===== config.mk =====
export PLATFORM = sky130hd
export DESIGN_NAME = ipv4_longest_prefix_router_unit
export DESIGN_NICKNAME = d
export VERILOG_FILES = /design/src/rtl/iplpr_pkg.sv /design/src/rtl/ipv4_longest_prefix_router_unit.sv
export SDC_FILE = /design/constraint.sdc
export NUM_CORES = 2
export LEC_CHECK = 0
export BUFFER_PORTS_ARGS = -buffer_cell sky130_fd_sc_hd__buf_2
export CORE_MARGIN = 1
export CORE_UTILIZATION = 47
export CTS_CLUSTER_DIAMETER = 150
export DETAILED_ROUTE_END_ITERATION = 10
export PLACE_DENSITY = 0.67
export SYNTH_ARGS = -nofsm -noshare
export SYNTH_HDL_FRONTEND = slang
export SYNTH_MEMORY_MAX_BITS = 65536
export SYNTH_SLANG_ARGS = --single-unit

===== constraint.sdc =====
create_clock -name aclk -period 11.75 [get_ports aclk]
set_input_delay 1.7625 -clock aclk [delete_from_list [all_inputs] [get_ports aclk]]
set_output_delay 1.7625 -clock aclk [all_outputs]
set_load 0.01 [all_outputs]

===== src/rtl/iplpr_pkg.sv =====
// shared types, constants and helpers for the ipv4 longest prefix router
// used by ipv4_longest_prefix_router_unit; no dependencies
package iplpr_pkg;

    localparam int TABLE_DEPTH = 64;
    localparam int IDX_W = $clog2(TABLE_DEPTH);
    localparam int CNT_W = $clog2(TABLE_DEPTH + 1);
    localparam int NUM_PORTS = 8;
    localparam int PORT_W = 3;
    localparam int ADDR_W = 32;
    localparam int LEN_W = 6;
    localparam int TTL_W = 8;
    localparam int STATUS_W = 2;

    // input tdata layout, lowest bit first
    localparam int IN_PREFIX_LSB = 0;
    localparam int IN_LEN_LSB = IN_PREFIX_LSB + ADDR_W;
    localparam int IN_HAS_HOP_LSB = IN_LEN_LSB + LEN_W;
    localparam int IN_HOP_LSB = IN_HAS_HOP_LSB + 1;
    localparam int IN_PORT_LSB = IN_HOP_LSB + ADDR_W;
    localparam int IN_DEST_LSB = IN_PORT_LSB + PORT_W;
    localparam int IN_TTL_LSB = IN_DEST_LSB + ADDR_W;
    localparam int IN_USED_W = IN_TTL_LSB + TTL_W;
    localparam int IN_DATA_W = ((IN_USED_W + 7) / 8) * 8;

    // output tdata layout, lowest bit first
    localparam int OUT_USED_W = 1 + PORT_W + ADDR_W + TTL_W + STATUS_W;
    localparam int OUT_DATA_W = ((OUT_USED_W + 7) / 8) * 8;

    localparam logic [LEN_W-1:0] MAX_LEN = LEN_W'(ADDR_W);

    typedef enum logic {
        FUNC_ADD = 1'b0,
        FUNC_ROUTE = 1'b1
    } func_t;

    typedef enum logic [STATUS_W-1:0] {
        ST_OK = 2'd0,
        ST_NO_ROUTE = 2'd1,
        ST_EXPIRED = 2'd2,
        ST_FULL = 2'd3
    } status_t;

    typedef struct packed {
        logic [ADDR_W-1:0] prefix;
        logic [LEN_W-1:0] len;
        logic has_hop;
        logic [ADDR_W-1:0] hop;
        logic [PORT_W-1:0] port;
    } entry_t;

    // keeps the top len bits of an address, len already clamped to 0..32
    function automatic logic [ADDR_W-1:0] prefix_mask(input logic [LEN_W-1:0] len);
        logic [ADDR_W-1:0] mask;
        begin
            if (len == '0) begin
                mask = '0;
            end else if (len >= MAX_LEN) begin
                mask = '1;
            end else begin
                mask = ~({ADDR_W{1'b1}} >> len);
            end
            return mask;
        end
    endfunction

endpackage


===== src/rtl/ipv4_longest_prefix_router_unit.sv =====
// ipv4 longest prefix match route table with stream input and result channels
// depends on iplpr_pkg; holds the route memory and the scan sequencer
//
// Add items append a route to a 64-entry table, then pass through the finish state to the
// output register. A full table drops the route and answers status 3. Route items scan the
// stored routes through the single registered read port of the table memory, one entry per
// cycle, and then finish the same way. Longest prefix wins, the earliest entry wins a tie,
// and length 0 matches any address. One item is in work at a time. The finished result
// sits in the output register, so a new item is taken while that result waits.
module ipv4_longest_prefix_router_unit (
    input  logic aclk,
    input  logic aresetn,
    input  logic s_tvalid,
    output logic s_tready,
    // prefix, prefix_len, has_next_hop, hop_address, port_index,
    // dest_address, ttl_in
    input  logic [iplpr_pkg::IN_DATA_W-1:0] s_tdata,
    // func
    input  logic [0:0] s_tuser,
    output logic m_tvalid,
    input  logic m_tready,
    // forward, out_port, out_hop, ttl_out, status
    output logic [iplpr_pkg::OUT_DATA_W-1:0] m_tdata
);

    typedef enum logic [2:0] {
        S_IDLE = 3'b001,
        S_SCAN = 3'b010,
        S_FINISH = 3'b100
    } state_t;

    state_t state_reg, state_next;

    logic [iplpr_pkg::CNT_W-1:0] count_reg, count_next;
    logic [iplpr_pkg::CNT_W-1:0] issue_idx_reg, issue_idx_next;
    logic rd_valid_reg;
    logic m_tvalid_reg, m_tvalid_next;

    iplpr_pkg::func_t func_reg;
    iplpr_pkg::status_t add_status_reg;
    logic [iplpr_pkg::ADDR_W-1:0] dest_reg;
    logic [iplpr_pkg::TTL_W-1:0] ttl_reg;
    logic found_reg;
    logic [iplpr_pkg::LEN_W-1:0] best_len_reg;
    logic best_has_hop_reg;
    logic [iplpr_pkg::ADDR_W-1:0] best_hop_reg;
    logic [iplpr_pkg::PORT_W-1:0] best_port_reg;

    logic [iplpr_pkg::OUT_DATA_W-1:0] m_tdata_reg;

    iplpr_pkg::entry_t mem [0:iplpr_pkg::TABLE_DEPTH-1];
    iplpr_pkg::entry_t rd_data_reg;
    iplpr_pkg::entry_t wr_entry;
    logic wr_en;
    logic rd_en;

    logic s_accept;
    logic out_load;
    logic add_ok;
    logic hit;
    logic take;
    logic [iplpr_pkg::LEN_W-1:0] in_len;
    logic [iplpr_pkg::PORT_W-1:0] in_port;

    logic res_forward;
    logic [iplpr_pkg::PORT_W-1:0] res_port;
    logic [iplpr_pkg::ADDR_W-1:0] res_hop;
    logic [iplpr_pkg::TTL_W-1:0] res_ttl;
    iplpr_pkg::status_t res_status;

    assign s_tready = (state_reg == S_IDLE);
    assign s_accept = s_tvalid && s_tready;
    assign m_tvalid = m_tvalid_reg;
    assign m_tdata = m_tdata_reg;

    // input field decode
    assign in_len = s_tdata[iplpr_pkg::IN_LEN_LSB +: iplpr_pkg::LEN_W];
    assign in_port = s_tdata[iplpr_pkg::IN_PORT_LSB +: iplpr_pkg::PORT_W];
    assign add_ok = (count_reg < iplpr_pkg::CNT_W'(iplpr_pkg::TABLE_DEPTH))
                    && (32'(in_port) < iplpr_pkg::NUM_PORTS);

    always_comb begin
        wr_entry.prefix = s_tdata[iplpr_pkg::IN_PREFIX_LSB +: iplpr_pkg::ADDR_W];
        wr_entry.len = (in_len > iplpr_pkg::MAX_LEN) ? iplpr_pkg::MAX_LEN : in_len;
        wr_entry.has_hop = s_tdata[iplpr_pkg::IN_HAS_HOP_LSB];
        wr_entry.hop = s_tdata[iplpr_pkg::IN_HOP_LSB +: iplpr_pkg::ADDR_W];
        wr_entry.port = in_port;
    end

    // writes happen only on an add transfer in idle, never while a scan reads
    assign wr_en = s_accept && (iplpr_pkg::func_t'(s_tuser[0]) == iplpr_pkg::FUNC_ADD)
                   && add_ok;
    assign rd_en = (state_reg == S_SCAN) && (issue_idx_reg < count_reg);

    always_ff @(posedge aclk) begin
        if (wr_en) begin
            mem[count_reg[iplpr_pkg::IDX_W-1:0]] <= wr_entry;
        end
        if (rd_en) begin
            rd_data_reg <= mem[issue_idx_reg[iplpr_pkg::IDX_W-1:0]];
        end
    end

    // compare stage on the entry read last cycle
    assign hit = ((rd_data_reg.prefix ^ dest_reg)
                  & iplpr_pkg::prefix_mask(rd_data_reg.len)) == '0;
    assign take = rd_valid_reg && hit && (!found_reg || (best_len_reg < rd_data_reg.len));

    assign out_load = (state_reg == S_FINISH) && (!m_tvalid_reg || m_tready);

    always_comb begin
        state_next = state_reg;
        count_next = count_reg;
        issue_idx_next = issue_idx_reg;
        m_tvalid_next = m_tvalid_reg;
        if (m_tready) begin
            m_tvalid_next = 1'b0;
        end
        case (state_reg)
            S_IDLE: begin
                if (s_accept) begin
                    issue_idx_next = '0;
                    if (iplpr_pkg::func_t'(s_tuser[0]) == iplpr_pkg::FUNC_ADD) begin
                        if (add_ok) begin
                            count_next = count_reg + 1'b1;
                        end
                        state_next = S_FINISH;
                    end else begin
                        state_next = S_SCAN;
                    end
                end
            end
            S_SCAN: begin
                if (rd_en) begin
                    issue_idx_next = issue_idx_reg + 1'b1;
                end else if (!rd_valid_reg) begin
                    state_next = S_FINISH;
                end
            end
            S_FINISH: begin
                if (out_load) begin
                    m_tvalid_next = 1'b1;
                    state_next = S_IDLE;
                end
            end
            default: begin
                state_next = S_IDLE;
            end
        endcase
    end

    always_ff @(posedge aclk) begin
        if (!aresetn) begin
            state_reg <= S_IDLE;
            count_reg <= '0;
            issue_idx_reg <= '0;
            rd_valid_reg <= 1'b0;
            m_tvalid_reg <= 1'b0;
        end else begin
            state_reg <= state_next;
            count_reg <= count_next;
            issue_idx_reg <= issue_idx_next;
            rd_valid_reg <= rd_en;
            m_tvalid_reg <= m_tvalid_next;
        end
    end

    always_ff @(posedge aclk) begin
        if (s_accept) begin
            func_reg <= iplpr_pkg::func_t'(s_tuser[0]);
            add_status_reg <= add_ok ? iplpr_pkg::ST_OK : iplpr_pkg::ST_FULL;
            dest_reg <= s_tdata[iplpr_pkg::IN_DEST_LSB +: iplpr_pkg::ADDR_W];
            ttl_reg <= s_tdata[iplpr_pkg::IN_TTL_LSB +: iplpr_pkg::TTL_W];
            found_reg <= 1'b0;
        end else if (take) begin
            found_reg <= 1'b1;
            best_len_reg <= rd_data_reg.len;
            best_has_hop_reg <= rd_data_reg.has_hop;
            best_hop_reg <= rd_data_reg.hop;
            best_port_reg <= rd_data_reg.port;
        end
        if (out_load) begin
            m_tdata_reg <= iplpr_pkg::OUT_DATA_W'({res_status, res_ttl, res_hop,
                                                  res_port, res_forward});
        end
    end

    always_comb begin
        res_forward = 1'b0;
        res_port = '0;
        res_hop = '0;
        res_ttl = '0;
        res_status = iplpr_pkg::ST_OK;
        if (func_reg == iplpr_pkg::FUNC_ADD) begin
            res_status = add_status_reg;
        end else if (!found_reg) begin
            res_status = iplpr_pkg::ST_NO_ROUTE;
            res_ttl = ttl_reg;
        end else begin
            res_ttl = (ttl_reg != '0) ? ttl_reg - 1'b1 : '0;
            if (ttl_reg > iplpr_pkg::TTL_W'(1)) begin
                res_forward = 1'b1;
                res_port = best_port_reg;
                res_hop = best_has_hop_reg ? best_hop_reg : dest_reg;
            end else begin
                res_status = iplpr_pkg::ST_EXPIRED;
            end
        end
    end

    a_count_bound: assert property (@(posedge aclk) disable iff (!aresetn)
        count_reg <= iplpr_pkg::CNT_W'(iplpr_pkg::TABLE_DEPTH))
        else $error("route count above table depth");

    a_count_after_write: assert property (@(posedge aclk) disable iff (!aresetn)
        wr_en |=> (count_reg == $past(count_reg) + 1'b1))
        else $error("table write did not advance the route count");

    a_count_hold: assert property (@(posedge aclk) disable iff (!aresetn)
        (state_reg != S_IDLE) |=> $stable(count_reg))
        else $error("route count changed outside an add transfer");

    a_no_write_in_scan: assert property (@(posedge aclk) disable iff (!aresetn)
        wr_en |-> !rd_valid_reg && !rd_en)
        else $error("table write overlaps a scan read");

    a_finish_drained: assert property (@(posedge aclk) disable iff (!aresetn)
        (state_reg == S_FINISH) |-> !rd_valid_reg)
        else $error("result taken with a table read still in flight");

endmodule

==> metrics.txt <==
gr usage total ~26%; Pwr Density 171 nW/um2; CORE AREA 399000 um2; max reg flops 4736; cts repair resizes 0; WHS Endpoint best_hop_reg[16]; critical path startpoint s_tvalid; Worst-Margin Slew 1.37 ns; DR top layer met5; Hold Path Stages 0; Max Fclk 0.172 GHz; unrepaired setup endpoints after global routing no; Worst Path Buf+Inv 4; Final setup viols 0; Ports 175; Synth top area share 78.6%; top_reg_cell synth edfxtp_1; Hold Slack around 0.39 ns; post-synth top area cell edfxtp_1; Synth Register Bits roughly 5000; met2 WL 249000 um; Leak Pwr between 60 and 70 nW; H-tree depth 5; Routability Congestion 0.874; Fin Setup TNS 0 ns; Hold Violations, Final 0; ANT nets after route 0; Worst Path Arrival 6.36 ns; initial antenna violation count 54; Final Slew Violations 0; Post-route DRC 0; Area growth syn-to-layout 12.4%; highest-delay cell along the critical path nor2_4; CTS tree yes; hold_buf cts 0; R2R cell count 8; Std-Cell Rows 232; Synth Instances roughly 8000; fin crit share approximately half; first drt pass iteration count 8; Die Width 636 um; max capacitance violation total 0; Final min period 5.81 ns; maximum vdd drop 0.000153 V; drt first-iter violations approximately 14000; I/O Buffers 166; first-pass GRT wire length between 700000 and 800000 um; grt total ovfl 0; postcts setup bufs 0; fraction of registers with async set/reset 0%; clock sinks around 5000; CTS buffer count 477; maximum clock path buffer count 4; status completed; CP Class in2reg; worst r2r src state_reg[2]; vias in the first global route approximately 90000; top cell family by delay on the critical path simple AND/OR/NAND/NOR gates; CTS Root Cell clkbuf_16; CTS clk-pin slew, worst paths 0.06 ns; met3 wire len about 60000 um; Post-synth EDFFs 4940; worst rel slew slack 8.70%; DPL Wire Length 283000 um; Ys Warns 0; R2R setup slack 6.40 ns; Final Skew 0.0897 ns; critical path required time 12.31 ns; CP startpoint kind input port; HP Start rd_data_reg[19]; Via density 6.50; Worst Hold Class reg2reg; Synth top cells by count edfxtp_1 (4940), mux4_2 (1339), nand2_1 (253); crit-path max FO 34; layout cells sized above 1 about 28%; CP most frequent cell buf_4; Yosys cell types 64; FF-to-FF End mem[25][45]; fin nets 8631; height of the die 636 um; clock insertion delay at the later pin of the skew report 1.02 ns; Post-Synthesis Cell Area 189000 um2; ranking of synthesized cells by area edfxtp_1 (79%), mux4_2 (16%), nand2_1 (0.50%), mux2i_1 (0.50%), clkbuf_1 (0.37%); count leader, synth edfxtp_1; post-synthesis sequential area ratio 78.8%; crit path cell chain buf_2 -> nand4bb_1 -> buf_4 -> or3_1 -> nor2_1 -> nand3_1 -> nor2_4 -> buf_4 -> buf_4; per-cell routed wire length 37.0 um; largest net degree at the start of global routing between 100 and 150; Largest stage delay, worst path 1.04 ns; Starting Density between 40% and 50%; Vias 92264; Routed met1 length 189000 um; crit end category flip-flop; syn avg cell area roughly 24 um2; final wirelength 525000 um; die area 404000 um2
==> per-layer routing <==
layer	track usage [%]	up-vias
met5	0	-
met4	11.5	28
met3	5.44	1125
met2	40.5	6003
met1	35.0	49769
li1	-	35339
==> cell usage in the layout, fill, tap and decap left out, types with 74 or more instances in the layout <==
| cell type | synthesis | routed |
|---|---|---|
| clkinv_1 | 0 | 127 |
| nand2_1 | 253 | 251 |
| a211oi_1 | 88 | 88 |
| a31oi_1 | 80 | 80 |
| o22ai_1 | 74 | 74 |
| clkbuf_1 | 187 | 97 |
| clkbuf_16 | 0 | 479 |
| mux2i_1 | 94 | 94 |
| buf_2 | 138 | 165 |
| nor2b_1 | 95 | 89 |
| buf_4 | 67 | 239 |
| edfxtp_1 | 4940 | 4940 |
| clkinv_2 | 0 | 84 |
| nor2_1 | 171 | 107 |
| mux4_2 | 1339 | 1339 |
==> worst register-to-register path: stages, from the launching register on <==
cell	delay, ns
dfxtp_1	0.40
nand4bb_1	0.22
buf_4	0.24
or3_1	0.50
nor2_1	0.26
nand3_1	0.64
nor2_4	1.04
buf_4	0.61
buf_4	0.95
==> power breakdown <==
group	leakage, nW	switching, mW	internal, mW
clock network	7.44	6.60	8.47
registers	44.5	0.0576	19.5
logic	11.9	0.935	0.732
total	63.8	7.59	28.7
==> layout make-up <==
type,instances,area (um2)
Clock buffer,579,12400
Multi-Input combinational cell,2609,38400
Sequential cell,4960,149000
Timing Repair Buffer,421,2960
Tap cell,5265,6590
Clock inverter,300,2890
Fill cell,29780,187000
Inverter,21,93.8
Antenna cell,30,75.1
==> how the worst max path moves through the flow <==
stage	endpoint	slack, ns	depth (start not counted)
floorplan	mem[31][0]	1.51	5
global placement	mem[26][40]	5.20	9
detailed placement	mem[25][40]	5.04	9
CTS	mem[25][45]	6.04	9
global route	mem[26][45]	5.96	9
finish	mem[25][45]	5.94	9
==> kinds of logic (layout without fill, tap and decap cells) <==
kind of cell,Yosys count,after routing,share of synthesized area [%]
compound gates,502,502,1.78
buf+inv,462,1321,1.16
mux,1437,1437,16.5
fa+ha+maj,17,17,0.111
simple gates,610,610,1.45
other cells,1,32,0.00199
xor+xnor,41,41,0.190
flops,4960,4960,78.8
==> stage by stage <==
stage / setup WS, ns / power, mW / area (um2) / util (%) / std cells
after CTS: 6.04 / 36.5 / 212000 / 53.1 / 14154
after global routing: 5.96 / 37.2 / 212000 / 53.1 / 14173
after floorplan: 1.51 / 21.0 / 189000 / - / 8031
after detailed placement: 5.04 / 21.6 / 197000 / 49.3 / 13275
final: 5.94 / 36.3 / 212000 / 53.1 / 14185
after global placement: 5.20 / 21.6 / 197000 / 49.3 / 13275
(Power assumes the default switching activity.)
